[src/rtl/core/srhe_pkg.sv]
// shared types and constants for the spin rate and heading estimator
`timescale 1ns / 1ps
`default_nettype none

package srhe_pkg;

    // field widths
    localparam int ACCEL_W   = 16;
    localparam int TIME_W    = 32;
    localparam int RADIUS_W  = 16;
    localparam int RATE_W    = 20;
    localparam int HEADING_W = 16;
    localparam int CFG_IDX_W = 2;
    localparam int CFG_DATA_W = 16;

    // configuration register indexes
    localparam logic [CFG_IDX_W-1:0] CFG_INNER_RADIUS = 2'd0;
    localparam logic [CFG_IDX_W-1:0] CFG_OUTER_OFFSET = 2'd1;
    localparam logic [CFG_IDX_W-1:0] CFG_TWO_SENSOR   = 2'd2;

    // configuration reset values
    localparam logic [RADIUS_W-1:0] INNER_RADIUS_RST = 16'd500;
    localparam logic [RADIUS_W-1:0] OUTER_OFFSET_RST = 16'd0;

    // squared rate numerator: accel * 98000 * 4096
    localparam int SCALE_W = 17;
    localparam logic [SCALE_W-1:0] ACCEL_SCALE = 17'd98000;
    localparam int QSHIFT_W = 12;
    localparam int NUM_W    = 45;
    localparam int DIVISOR_W = RADIUS_W + 1;
    localparam int DIV_STEPS = NUM_W;

    // square root of a 40-bit value, two bits per step
    localparam int SQ_W       = 40;
    localparam int SQRT_STEPS = SQ_W / 2;
    localparam int SREM_W     = RATE_W + 1;
    localparam logic [RATE_W-1:0] RATE_MAX = {RATE_W{1'b1}};

    // step counter covers the longest iteration
    localparam int CNT_W = 6;

    // heading gain floor(2^101 / (1000 * floor(pi * 2^48)))
    localparam logic [127:0] GAIN_WIDE =
        (128'd1 << 101) / (128'd1000 * 128'h3243F6A8885A3);
    localparam int GAIN_W = 42;
    localparam int KL_W   = 21;
    localparam int KH_W   = GAIN_W - KL_W;
    localparam logic [GAIN_W-1:0] HEADING_GAIN = GAIN_WIDE[GAIN_W-1:0];
    localparam logic [KL_W-1:0] GAIN_LO = HEADING_GAIN[KL_W-1:0];
    localparam logic [KH_W-1:0] GAIN_HI = HEADING_GAIN[GAIN_W-1:KL_W];

    // rate times elapsed time, split in halves for the partial products
    localparam int PROD_W = RATE_W + TIME_W - 20;
    localparam int PL_W   = 26;
    localparam int PH_W   = 26;
    localparam int MUL_W  = 64;
    localparam int INC_LSB = 48;

    // multiplier operations
    typedef enum logic [2:0] {
        MUL_ACCEL,
        MUL_DELTA,
        MUL_LL,
        MUL_LH,
        MUL_HL,
        MUL_HH
    } mul_op_t;

    // controller states
    typedef enum logic [3:0] {
        S_IDLE,
        S_MUL_ACCEL,
        S_DIV_INIT,
        S_DIV,
        S_SQRT_INIT,
        S_SQRT,
        S_RATE,
        S_MUL_DELTA,
        S_PROD,
        S_PP_LL,
        S_PP_LH,
        S_PP_HL,
        S_PP_HH,
        S_ACC_LAST,
        S_FINISH
    } state_t;

    // commands from controller to datapath
    typedef struct packed {
        logic    load_in;
        logic    sensor_outer;
        logic    mul_en;
        mul_op_t mul_op;
        logic    acc_clr;
        logic    acc_en;
        logic    div_init;
        logic    div_step;
        logic    sqrt_init;
        logic    sqrt_step;
        logic    rate_load;
        logic    rate_avg;
        logic    prod_load;
        logic    out_load;
    } cmd_t;

    // status from datapath to controller
    typedef struct packed {
        logic two_sensor;
    } status_t;

endpackage

`default_nettype wire

[src/rtl/core/srhe_datapath.sv]
// datapath: config registers, shared multiplier, divider, square root, heading
`timescale 1ns / 1ps
`default_nettype none

module srhe_datapath (
    input  wire                                   aclk,
    input  wire                                   aresetn,
    input  wire                                   cfg_we,
    input  wire  [srhe_pkg::CFG_IDX_W-1:0]        cfg_index,
    input  wire  [srhe_pkg::CFG_DATA_W-1:0]       cfg_data,
    input  wire  [srhe_pkg::ACCEL_W-1:0]          s_accel_inner,
    input  wire  [srhe_pkg::ACCEL_W-1:0]          s_accel_outer,
    input  wire  [srhe_pkg::TIME_W-1:0]           s_time_ms,
    input  srhe_pkg::cmd_t                        cmd,
    output srhe_pkg::status_t                     status,
    output logic [srhe_pkg::RATE_W-1:0]           m_spin_rate,
    output logic [srhe_pkg::HEADING_W-1:0]        m_heading
);

    // configuration
    logic [srhe_pkg::RADIUS_W-1:0] inner_radius_reg;
    logic [srhe_pkg::RADIUS_W-1:0] outer_offset_reg;
    logic                          two_sensor_reg;

    // captured request
    logic [srhe_pkg::ACCEL_W-1:0]  accel_inner_reg;
    logic [srhe_pkg::ACCEL_W-1:0]  accel_outer_reg;
    logic [srhe_pkg::TIME_W-1:0]   time_reg;

    // running state
    logic [srhe_pkg::TIME_W-1:0]    prev_time_reg;
    logic [srhe_pkg::HEADING_W-1:0] heading_reg;
    logic [srhe_pkg::HEADING_W-1:0] heading_next;

    // multiplier and accumulator
    logic [srhe_pkg::MUL_W-1:0] mul_reg;
    srhe_pkg::mul_op_t          mul_op_reg;
    logic [31:0]                mul_a;
    logic [31:0]                mul_b;
    logic [srhe_pkg::MUL_W-1:0] mul_prod;
    logic [srhe_pkg::MUL_W-1:0] acc_reg;
    logic [srhe_pkg::MUL_W-1:0] acc_addend;
    logic [srhe_pkg::PROD_W+20-1:0] prod_reg;
    logic [srhe_pkg::TIME_W-1:0] delta;

    // divider
    logic [srhe_pkg::NUM_W-1:0]     num_reg;
    logic [srhe_pkg::DIVISOR_W-1:0] divisor_reg;
    logic [srhe_pkg::DIVISOR_W-1:0] drem_reg;
    logic [srhe_pkg::DIVISOR_W:0]   dtrial;
    logic                           dge;
    logic [srhe_pkg::DIVISOR_W-1:0] radius_sel;
    logic [srhe_pkg::ACCEL_W-1:0]   accel_sel;

    // square root
    logic [srhe_pkg::SQ_W-1:0]     sq_reg;
    logic                          sat_reg;
    logic [srhe_pkg::SREM_W-1:0]   srem_reg;
    logic [srhe_pkg::RATE_W-1:0]   root_reg;
    logic [srhe_pkg::SREM_W+1:0]   sr2;
    logic [srhe_pkg::SREM_W+1:0]   strial;
    logic                          sge;
    logic [srhe_pkg::SREM_W+1:0]   sdiff;

    // rates
    logic [srhe_pkg::RATE_W-1:0] rate_reg;
    logic [srhe_pkg::RATE_W-1:0] sensor_rate;
    logic [srhe_pkg::RATE_W:0]   rate_sum;

    // output registers
    logic [srhe_pkg::RATE_W-1:0]    out_rate_reg;
    logic [srhe_pkg::HEADING_W-1:0] out_heading_reg;

    assign status.two_sensor = two_sensor_reg;
    assign m_spin_rate = out_rate_reg;
    assign m_heading   = out_heading_reg;

    // configuration register writes
    always_ff @(posedge aclk) begin
        if (!aresetn) begin
            inner_radius_reg <= srhe_pkg::INNER_RADIUS_RST;
            outer_offset_reg <= srhe_pkg::OUTER_OFFSET_RST;
            two_sensor_reg   <= 1'b0;
        end else if (cfg_we) begin
            unique case (cfg_index)
                srhe_pkg::CFG_INNER_RADIUS: inner_radius_reg <= cfg_data;
                srhe_pkg::CFG_OUTER_OFFSET: outer_offset_reg <= cfg_data;
                srhe_pkg::CFG_TWO_SENSOR:   two_sensor_reg   <= cfg_data[0];
                default: ;
            endcase
        end
    end

    // sensor selection
    assign accel_sel  = cmd.sensor_outer ? accel_outer_reg : accel_inner_reg;
    assign radius_sel = cmd.sensor_outer
                      ? ({1'b0, inner_radius_reg} + {1'b0, outer_offset_reg})
                      : {1'b0, inner_radius_reg};
    assign delta = time_reg - prev_time_reg;

    // shared multiplier operand select
    always_comb begin
        mul_a = '0;
        mul_b = '0;
        case (cmd.mul_op)
            srhe_pkg::MUL_ACCEL: begin
                mul_a = {16'b0, accel_sel};
                mul_b = {15'b0, srhe_pkg::ACCEL_SCALE};
            end
            srhe_pkg::MUL_DELTA: begin
                mul_a = {12'b0, rate_reg};
                mul_b = delta;
            end
            srhe_pkg::MUL_LL: begin
                mul_a = {6'b0, prod_reg[srhe_pkg::PL_W-1:0]};
                mul_b = {11'b0, srhe_pkg::GAIN_LO};
            end
            srhe_pkg::MUL_LH: begin
                mul_a = {6'b0, prod_reg[srhe_pkg::PL_W-1:0]};
                mul_b = {11'b0, srhe_pkg::GAIN_HI};
            end
            srhe_pkg::MUL_HL: begin
                mul_a = {6'b0, prod_reg[srhe_pkg::PL_W+srhe_pkg::PH_W-1:srhe_pkg::PL_W]};
                mul_b = {11'b0, srhe_pkg::GAIN_LO};
            end
            srhe_pkg::MUL_HH: begin
                mul_a = {6'b0, prod_reg[srhe_pkg::PL_W+srhe_pkg::PH_W-1:srhe_pkg::PL_W]};
                mul_b = {11'b0, srhe_pkg::GAIN_HI};
            end
            default: ;
        endcase
    end

    assign mul_prod = mul_a * mul_b;

    // partial product alignment, kept modulo 2^64
    always_comb begin
        case (mul_op_reg)
            srhe_pkg::MUL_LH: acc_addend = mul_reg << srhe_pkg::KL_W;
            srhe_pkg::MUL_HL: acc_addend = mul_reg << srhe_pkg::PL_W;
            srhe_pkg::MUL_HH: acc_addend = mul_reg << (srhe_pkg::PL_W + srhe_pkg::KL_W);
            default:          acc_addend = mul_reg;
        endcase
    end

    // restoring division step
    assign dtrial = {drem_reg, num_reg[srhe_pkg::NUM_W-1]};
    assign dge    = (dtrial >= {1'b0, divisor_reg});

    // square root step, two radicand bits per step
    assign sr2    = {srem_reg, sq_reg[srhe_pkg::SQ_W-1 -: 2]};
    assign strial = {1'b0, root_reg, 2'b01};
    assign sge    = (sr2 >= strial);
    assign sdiff  = sr2 - strial;

    assign sensor_rate = sat_reg ? srhe_pkg::RATE_MAX : root_reg;
    assign rate_sum    = {1'b0, rate_reg} + {1'b0, sensor_rate};
    assign heading_next = heading_reg + acc_reg[srhe_pkg::INC_LSB +: srhe_pkg::HEADING_W];

    // request capture
    always_ff @(posedge aclk) begin
        if (cmd.load_in) begin
            accel_inner_reg <= s_accel_inner;
            accel_outer_reg <= s_accel_outer;
            time_reg        <= s_time_ms;
        end
    end

    // multiplier register and accumulator
    always_ff @(posedge aclk) begin
        if (cmd.mul_en) begin
            mul_reg    <= mul_prod;
            mul_op_reg <= cmd.mul_op;
        end
        if (cmd.acc_clr) begin
            acc_reg <= '0;
        end else if (cmd.acc_en) begin
            acc_reg <= acc_reg + acc_addend;
        end
        if (cmd.prod_load) begin
            prod_reg <= mul_reg[srhe_pkg::PL_W+srhe_pkg::PH_W-1:0];
        end
    end

    // divider registers
    always_ff @(posedge aclk) begin
        if (cmd.div_init) begin
            num_reg     <= {mul_reg[srhe_pkg::NUM_W-srhe_pkg::QSHIFT_W-1:0],
                            {srhe_pkg::QSHIFT_W{1'b0}}};
            drem_reg    <= '0;
            divisor_reg <= radius_sel;
        end else if (cmd.div_step) begin
            num_reg  <= {num_reg[srhe_pkg::NUM_W-2:0], dge};
            drem_reg <= dge ? srhe_pkg::DIVISOR_W'(dtrial - {1'b0, divisor_reg})
                            : dtrial[srhe_pkg::DIVISOR_W-1:0];
        end
    end

    // square root registers
    always_ff @(posedge aclk) begin
        if (cmd.sqrt_init) begin
            sq_reg   <= num_reg[srhe_pkg::SQ_W-1:0];
            sat_reg  <= |num_reg[srhe_pkg::NUM_W-1:srhe_pkg::SQ_W];
            srem_reg <= '0;
            root_reg <= '0;
        end else if (cmd.sqrt_step) begin
            sq_reg   <= {sq_reg[srhe_pkg::SQ_W-3:0], 2'b00};
            srem_reg <= sge ? sdiff[srhe_pkg::SREM_W-1:0] : sr2[srhe_pkg::SREM_W-1:0];
            root_reg <= {root_reg[srhe_pkg::RATE_W-2:0], sge};
        end
    end

    // spin rate: single sensor or average of both
    always_ff @(posedge aclk) begin
        if (cmd.rate_load) begin
            rate_reg <= sensor_rate;
        end else if (cmd.rate_avg) begin
            rate_reg <= rate_sum[srhe_pkg::RATE_W:1];
        end
    end

    // timestamp and heading state
    always_ff @(posedge aclk) begin
        if (!aresetn) begin
            prev_time_reg <= '0;
            heading_reg   <= '0;
        end else begin
            if (cmd.prod_load) begin
                prev_time_reg <= time_reg;
            end
            if (cmd.out_load) begin
                heading_reg <= heading_next;
            end
        end
    end

    // result registers
    always_ff @(posedge aclk) begin
        if (cmd.out_load) begin
            out_rate_reg    <= rate_reg;
            out_heading_reg <= heading_next;
        end
    end

endmodule

`default_nettype wire

[src/rtl/core/srhe_ctrl.sv]
// controller: sequences multiply, divide, square root and heading steps
`timescale 1ns / 1ps
`default_nettype none

module srhe_ctrl (
    input  wire                  aclk,
    input  wire                  aresetn,
    input  wire                  s_valid,
    output logic                 s_ready,
    output logic                 m_valid,
    input  wire                  m_ready,
    input  srhe_pkg::status_t    status,
    output srhe_pkg::cmd_t       cmd
);

    srhe_pkg::state_t state_reg;
    srhe_pkg::state_t state_next;
    logic [srhe_pkg::CNT_W-1:0] count_reg;
    logic [srhe_pkg::CNT_W-1:0] count_next;
    logic sensor_reg;
    logic sensor_next;
    logic m_valid_reg;
    logic m_valid_next;
    logic out_free;

    assign out_free = !m_valid_reg || m_ready;
    assign m_valid  = m_valid_reg;

    // state registers
    always_ff @(posedge aclk) begin
        if (!aresetn) begin
            state_reg   <= srhe_pkg::S_IDLE;
            count_reg   <= '0;
            sensor_reg  <= 1'b0;
            m_valid_reg <= 1'b0;
        end else begin
            state_reg   <= state_next;
            count_reg   <= count_next;
            sensor_reg  <= sensor_next;
            m_valid_reg <= m_valid_next;
        end
    end

    // next state
    always_comb begin
        state_next  = state_reg;
        count_next  = count_reg;
        sensor_next = sensor_reg;
        unique case (state_reg)
            srhe_pkg::S_IDLE: begin
                sensor_next = 1'b0;
                if (s_valid) begin
                    state_next = srhe_pkg::S_MUL_ACCEL;
                end
            end
            srhe_pkg::S_MUL_ACCEL: state_next = srhe_pkg::S_DIV_INIT;
            srhe_pkg::S_DIV_INIT: begin
                count_next = '0;
                state_next = srhe_pkg::S_DIV;
            end
            srhe_pkg::S_DIV: begin
                count_next = count_reg + 1'b1;
                if (count_reg == srhe_pkg::CNT_W'(srhe_pkg::DIV_STEPS - 1)) begin
                    state_next = srhe_pkg::S_SQRT_INIT;
                end
            end
            srhe_pkg::S_SQRT_INIT: begin
                count_next = '0;
                state_next = srhe_pkg::S_SQRT;
            end
            srhe_pkg::S_SQRT: begin
                count_next = count_reg + 1'b1;
                if (count_reg == srhe_pkg::CNT_W'(srhe_pkg::SQRT_STEPS - 1)) begin
                    state_next = srhe_pkg::S_RATE;
                end
            end
            srhe_pkg::S_RATE: begin
                if (!sensor_reg && status.two_sensor) begin
                    sensor_next = 1'b1;
                    state_next  = srhe_pkg::S_MUL_ACCEL;
                end else begin
                    state_next = srhe_pkg::S_MUL_DELTA;
                end
            end
            srhe_pkg::S_MUL_DELTA: state_next = srhe_pkg::S_PROD;
            srhe_pkg::S_PROD:      state_next = srhe_pkg::S_PP_LL;
            srhe_pkg::S_PP_LL:     state_next = srhe_pkg::S_PP_LH;
            srhe_pkg::S_PP_LH:     state_next = srhe_pkg::S_PP_HL;
            srhe_pkg::S_PP_HL:     state_next = srhe_pkg::S_PP_HH;
            srhe_pkg::S_PP_HH:     state_next = srhe_pkg::S_ACC_LAST;
            srhe_pkg::S_ACC_LAST:  state_next = srhe_pkg::S_FINISH;
            srhe_pkg::S_FINISH: begin
                if (out_free) begin
                    state_next = srhe_pkg::S_IDLE;
                end
            end
            default: state_next = srhe_pkg::S_IDLE;
        endcase
    end

    // outputs and datapath commands
    always_comb begin
        cmd              = '0;
        cmd.mul_op       = srhe_pkg::MUL_ACCEL;
        cmd.sensor_outer = sensor_reg;
        s_ready          = 1'b0;
        m_valid_next     = m_valid_reg && !m_ready;
        unique case (state_reg)
            srhe_pkg::S_IDLE: begin
                s_ready     = 1'b1;
                cmd.load_in = s_valid;
            end
            srhe_pkg::S_MUL_ACCEL: begin
                cmd.mul_en = 1'b1;
                cmd.mul_op = srhe_pkg::MUL_ACCEL;
            end
            srhe_pkg::S_DIV_INIT:  cmd.div_init  = 1'b1;
            srhe_pkg::S_DIV:       cmd.div_step  = 1'b1;
            srhe_pkg::S_SQRT_INIT: cmd.sqrt_init = 1'b1;
            srhe_pkg::S_SQRT:      cmd.sqrt_step = 1'b1;
            srhe_pkg::S_RATE: begin
                cmd.rate_load = !sensor_reg;
                cmd.rate_avg  = sensor_reg;
            end
            srhe_pkg::S_MUL_DELTA: begin
                cmd.mul_en = 1'b1;
                cmd.mul_op = srhe_pkg::MUL_DELTA;
            end
            srhe_pkg::S_PROD: begin
                cmd.prod_load = 1'b1;
                cmd.acc_clr   = 1'b1;
            end
            srhe_pkg::S_PP_LL: begin
                cmd.mul_en = 1'b1;
                cmd.mul_op = srhe_pkg::MUL_LL;
            end
            srhe_pkg::S_PP_LH: begin
                cmd.mul_en = 1'b1;
                cmd.mul_op = srhe_pkg::MUL_LH;
                cmd.acc_en = 1'b1;
            end
            srhe_pkg::S_PP_HL: begin
                cmd.mul_en = 1'b1;
                cmd.mul_op = srhe_pkg::MUL_HL;
                cmd.acc_en = 1'b1;
            end
            srhe_pkg::S_PP_HH: begin
                cmd.mul_en = 1'b1;
                cmd.mul_op = srhe_pkg::MUL_HH;
                cmd.acc_en = 1'b1;
            end
            srhe_pkg::S_ACC_LAST: cmd.acc_en = 1'b1;
            srhe_pkg::S_FINISH: begin
                cmd.out_load = out_free;
                if (out_free) begin
                    m_valid_next = 1'b1;
                end
            end
            default: ;
        endcase
    end

endmodule

`default_nettype wire

[src/rtl/core/spin_rate_heading_estimator.sv]
// top level of the spin rate and heading estimator
//
// each request on s_ carries one or two centripetal acceleration readings
// (unsigned Q8.8 g) and a millisecond timestamp; the result on m_ gives the
// spin rate (Q10.10 rad/s, saturating) and the accumulated 16-bit heading.
// both channels are valid/ready; the config port writes inner_radius (0),
// outer_offset (1) and two_sensor_mode (2) on cfg_we. the user must write
// the config only while idle; the block does not enforce this. one request
// is processed at a time. per sensor a 45-step restoring divider and a
// 20-step square root run on shared registers; the heading is then formed
// on one shared 32x32 multiplier. the result sits in an output register:
// the next request is accepted while it waits, and a stalled receiver only
// holds the block in its last state. reset clears the config to its
// defaults, the stored timestamp and heading to zero, and drops any pending
// result.
`timescale 1ns / 1ps
`default_nettype none

module spin_rate_heading_estimator (
    input  wire                                aclk,
    input  wire                                aresetn,
    input  wire                                cfg_we,
    input  wire  [srhe_pkg::CFG_IDX_W-1:0]     cfg_index,
    input  wire  [srhe_pkg::CFG_DATA_W-1:0]    cfg_data,
    input  wire                                s_valid,
    output logic                               s_ready,
    input  wire  [srhe_pkg::ACCEL_W-1:0]       s_accel_inner,
    input  wire  [srhe_pkg::ACCEL_W-1:0]       s_accel_outer,
    input  wire  [srhe_pkg::TIME_W-1:0]        s_time_ms,
    output logic                               m_valid,
    input  wire                                m_ready,
    output logic [srhe_pkg::RATE_W-1:0]        m_spin_rate,
    output logic [srhe_pkg::HEADING_W-1:0]     m_heading
);

    srhe_pkg::cmd_t    cmd;
    srhe_pkg::status_t status;

    // sequencer
    srhe_ctrl u_ctrl (
        .aclk    (aclk),
        .aresetn (aresetn),
        .s_valid (s_valid),
        .s_ready (s_ready),
        .m_valid (m_valid),
        .m_ready (m_ready),
        .status  (status),
        .cmd     (cmd)
    );

    // arithmetic and state
    srhe_datapath u_datapath (
        .aclk          (aclk),
        .aresetn       (aresetn),
        .cfg_we        (cfg_we),
        .cfg_index     (cfg_index),
        .cfg_data      (cfg_data),
        .s_accel_inner (s_accel_inner),
        .s_accel_outer (s_accel_outer),
        .s_time_ms     (s_time_ms),
        .cmd           (cmd),
        .status        (status),
        .m_spin_rate   (m_spin_rate),
        .m_heading     (m_heading)
    );

endmodule

`default_nettype wire

[config.mk]
export PLATFORM = sky130hd
export DESIGN_NAME = spin_rate_heading_estimator
export DESIGN_NICKNAME = d
export VERILOG_FILES = /design/src/rtl/core/srhe_pkg.sv /design/src/rtl/core/srhe_datapath.sv /design/src/rtl/core/srhe_ctrl.sv /design/src/rtl/core/spin_rate_heading_estimator.sv
export SDC_FILE = /design/constraint.sdc
export NUM_CORES = 2
export LEC_CHECK = 0
export ABC_AREA = 1
export BUFFER_PORTS_ARGS = -buffer_cell sky130_fd_sc_hd__buf_2
export CAP_MARGIN = 15
export CORE_MARGIN = 3
export CORE_UTILIZATION = 54
export CTS_CLUSTER_DIAMETER = 150
export DETAILED_ROUTE_END_ITERATION = 10
export PLACE_DENSITY = 0.75
export SYNTH_ARGS = -nofsm -noshare
export SYNTH_HDL_FRONTEND = slang
export SYNTH_SLANG_ARGS = --single-unit
[constraint.sdc]
create_clock -name aclk -period 12.8 [get_ports aclk]
set_input_delay 1.92 -clock aclk [delete_from_list [all_inputs] [get_ports aclk]]
set_output_delay 1.92 -clock aclk [all_outputs]
set_load 0.01 [all_outputs]
==> impl_summary.md <==
GRT
The total overflow left after global routing is 0. The largest net degree at the start of global routing is 93. The global-route wire length before repair is 308.8 mm. The number of antenna violations at the first check in global routing is 3. The number of global-route vias before repair is 53420. Global routing used 34.52% of the available tracks.

Critical path
The register-to-register setup slack is 3.00 ns. Among the stages of the critical path, the cell type that occurs most often is sky130_fd_sc_hd__nand2_1. For the worst setup path, the data required time is 13.18 ns.

In this run the worst path has a maximum fanout of 17. The endpoint type of the worst setup path is a register. The cell at the slowest stage of the critical path is sky130_fd_sc_hd__nand2_1.

The stage delay of the slowest cell on the critical path is 0.89 ns. The startpoint of the lowest-slack register-to-register path is u_ctrl.state_reg[1]$_SDFFE_PN0P_. The element type at the critical path start is a register. The timing endpoint of the critical path is u_datapath.mul_reg[42]$_DFFE_PN_.

Tracing the worst setup path back leads to its startpoint at u_ctrl.state_reg[1]$_SDFFE_PN0P_. The data arrival time at the worst-slack endpoint is 10.17 ns. The number of cells on the worst reg-to-reg path is 30. The endpoint of the worst register-to-register path is u_datapath.mul_reg[42]$_DFFE_PN_. The worst setup path is of the register to register kind.

Synth
The portion of the post-synthesis area used by sequential elements is 23.35%. In this run, distinct cell masters in the synthesized netlist total 63. The mean post-synth cell area is 7.701 um2. The number of synthesized register bits is 551.

After synthesis the cells add up to 61120 um2. In this run, synthesis inferred 324 flip-flops with an integrated enable. Of all flip-flops after synthesis, the portion carrying an async set or reset was 0%. The most used flip-flop cell after synthesis is sky130_fd_sc_hd__edfxtp_1.

The synthesis warning total is 0. Synthesis handed over a netlist of 7937 instances.

Layout
The fraction of the core area covered by cells at the end of the flow is 58.66%. Fill cells in the final layout number 10410. The multi-input combinational cells in the finished layout cover a total of 39410 um2. The sequential cells in the finished layout cover a total of 14270 um2.

The library cell used most frequently in the layout, excluding fill and tap cells, is sky130_fd_sc_hd__inv_1. Of the cells placed in the final design, the portion with a size suffix greater than 1 is 4.717%. Relative to the synthesized area, the layout overhead comes to 6.943%. The flip-flop count of the largest register after layout is 64. The net count of the finished layout is 9218. The top cell types in the final layout, fill and taps aside, are sky130_fd_sc_hd__inv_1, sky130_fd_sc_hd__nand2_1, sky130_fd_sc_hd__nor2_1.

Route
The length of the first detailed-routing pass in iterations is 8. For this block, the initial DRC count from the detailed router was 5272. The final routed wirelength across all metal layers is 201.7 mm. In the detailed route, the total length drawn on met2 is 92.42 mm. The average wire per standard cell is 21.08 um. In the routed design, unresolved DRC markers number 0. The number of vias after detailed routing is 53780. The number of antenna-violating nets in the routed design is 0. Dividing the detail-routed via count by the number of cells gives 5.622.

The met3 routed wirelength is 17.12 mm. For this block, wires on met1 add up to 78.92 mm. The top layer used by detailed routing is met5.

Floorplanning
The core area is 111400 um2. In this run the vertical extent of the chip is 342.4 um. The initial utilization of the core area, before any placement, comes to 54.85%. From left edge to right edge, the die measures 342.4 um. The full die area is 117300 um2. The number of I/O pins is 125. Row generation in the floorplan step produced 122 rows.

Pwr
The share of total power dissipated in combinational logic is 72.3%. The sequential cell fraction of total power is 16.3%. The power share of the clock group is 11.4%. The power density normalized to cell area is 261.0 nW/um2.

The internal cell power is 0.007618 W. The switching share of power is 55.34%. The leakage power of the design is 33.39 nW. In this run the power spent charging and discharging nets is 0.009441 W. The worst IR drop on VDD is 0.7025 mV.

STA
Setup repair after global routing left no endpoint under its margin. Setup total negative slack on the finished layout was measured at 0 ns. The clock arrives with 0.04598 ns of skew.

The final number of hold-violating endpoints is 0. The worst path in the final design needs a cycle of 9.798 ns, including I/O delays and setup. The slew at the pin closest to its max-slew limit is 1.089 ns.

Derived from the worst setup path, the maximum achievable clock frequency is 0.1021 GHz. Measured against its own limit, the worst slew margin works out to 27.29%. The number of pins exceeding their max-slew limit in the final report is 0. The final setup violation count is 0. In the finished design, the share of the clock period the worst path needs comes to 76.55%.

Clock network
The post-cts gate resize count is 0. The clock buffer count from CTS is 66. At the later pin of the worst-skew pair, clock insertion delay measures 0.65 ns.

After clock tree synthesis, the setup repair step added 0 buffers. The number of levels in the clock H-tree is 3. In this run the clock root is driven by a sky130_fd_sc_hd__clkbuf_16. The clock tree from TritonCTS is built. The longest clock path from root to sink contains 3 buffers. Counting every sink on the clock net gives 551. The clock-pin slew reported for the worst setup and hold paths after clock tree synthesis is 0.06 ns. The hold-fix buffer count after cts is 0.

Min path
The number of stages on the worst hold path is 0. In this run the worst hold path is classified as register to register.

Outcome
The run finished with clean final reports.

Placed design
The estimated wirelength of the detail-placed design is 161.1 mm. Routability-driven placement finished with a final weighted congestion of 1.004. The count of buffers added on input and output ports is 124.

Job
The tool flagged a number of max-cap violations equal to 0.
==> critical path: cells and delay by family (launching register included) <==
kind                       cells  cell delay, ns
DFF                            1            0.38
AOI/OAI and AO/OA              1            0.65
buffers and inverters          7            1.11
and+or+nand+nor               14            3.51
adders and majority gates      8            3.87
==> per-layer routing <==
layer	vias up	GRT usage [%]
met5	-	0
met4	2	19.19
met3	627	4.585
met2	2615	56.29
met1	25780	44.53
li1	24760	-
==> power groups by stage <==
stage	clock (W)	combinational [W]	sequential, W
final	0.00195	0.0123	0.00278
after global routing	0.00204	0.0136	0.00279
after CTS	0.00197	0.0120	0.00277
after detailed placement	0	0.0119	0.00281
after global placement	0	0.0119	0.00280
after floorplan	0	0.00812	0.00272
==> Yosys cell counts, types with 78 or more instances <==
cell                       instances  area (um2)
sky130_fd_sc_hd__a21oi_1         373        1867
sky130_fd_sc_hd__buf_2            78       390.4
sky130_fd_sc_hd__clkbuf_1        107       401.6
sky130_fd_sc_hd__dfxtp_1         227        4544
sky130_fd_sc_hd__edfxtp_1        324        9729
sky130_fd_sc_hd__fa_1            724       14490
sky130_fd_sc_hd__ha_1            382        4780
sky130_fd_sc_hd__inv_1          1712        6426
sky130_fd_sc_hd__nand2_1        1688        6336
sky130_fd_sc_hd__nand3_1         258        1291
sky130_fd_sc_hd__nand4_1         195        1220
sky130_fd_sc_hd__nor2_1          895        3359
sky130_fd_sc_hd__o21ai_0         346        1732
sky130_fd_sc_hd__xor2_1           81       709.4
==> layout make-up <==
class | instances | share of cell area [%]
multi-input cells | 5480 | 60.29
flip-flops and latches | 551 | 21.84
inverters | 1760 | 10.13
well taps | 1488 | 2.848
clock buffers | 91 | 2.844
repair buffers | 166 | 1.462
clock inverters | 29 | 0.5800
diodes | 2 | 0.007656
==> metrics by stage <==
| stage | power, W | instances | instance area, um2 | hold slack [ns] | setup slack [ns] |
|---|---|---|---|---|---|
| after CTS | 0.01674 | 9564 | 65340 | 0.4127 | 3.321 |
| after global placement | 0.01475 | 9444 | 63100 | 0.4288 | 3.366 |
| after global routing | 0.01843 | 9567 | 65370 | 0.4389 | 2.808 |
| final | 0.01706 | 9567 | 65370 | 0.4092 | 3.002 |
| after detailed placement | 0.01474 | 9444 | 63100 | 0.4338 | 3.348 |
| after floorplan | 0.01084 | 8031 | 61480 | 0.4208 | 5.468 |
==> worst min-delay path by stage <==
stage | startpoint | to | slack, ns
global route | u_datapath.mul_reg[23]$_DFFE_PN_ | u_datapath.prod_reg[23]$_DFFE_PP_ | 0.44
detailed placement | u_datapath.mul_reg[4]$_DFFE_PN_ | u_datapath.prod_reg[4]$_DFFE_PP_ | 0.43
CTS | u_datapath.mul_reg[23]$_DFFE_PN_ | u_datapath.prod_reg[23]$_DFFE_PP_ | 0.41
floorplan | u_datapath.mul_reg[43]$_DFFE_PN_ | u_datapath.prod_reg[43]$_DFFE_PP_ | 0.42
finish | u_datapath.mul_reg[23]$_DFFE_PN_ | u_datapath.prod_reg[23]$_DFFE_PP_ | 0.41
global placement | u_datapath.mul_reg[4]$_DFFE_PN_ | u_datapath.prod_reg[4]$_DFFE_PP_ | 0.43
==> cell families after synthesis <==
logic type,synth area share [%]
other,0.01229
AND/OR/NAND/NOR,21.57
flip-flops,23.35
buffers and inverters,12.84
XOR/XNOR,1.762
adder cells (fa/ha/maj),31.53
AO/OA/AOI/OAI,8.937
Note: power is estimated with default switching activity, not from simulation.
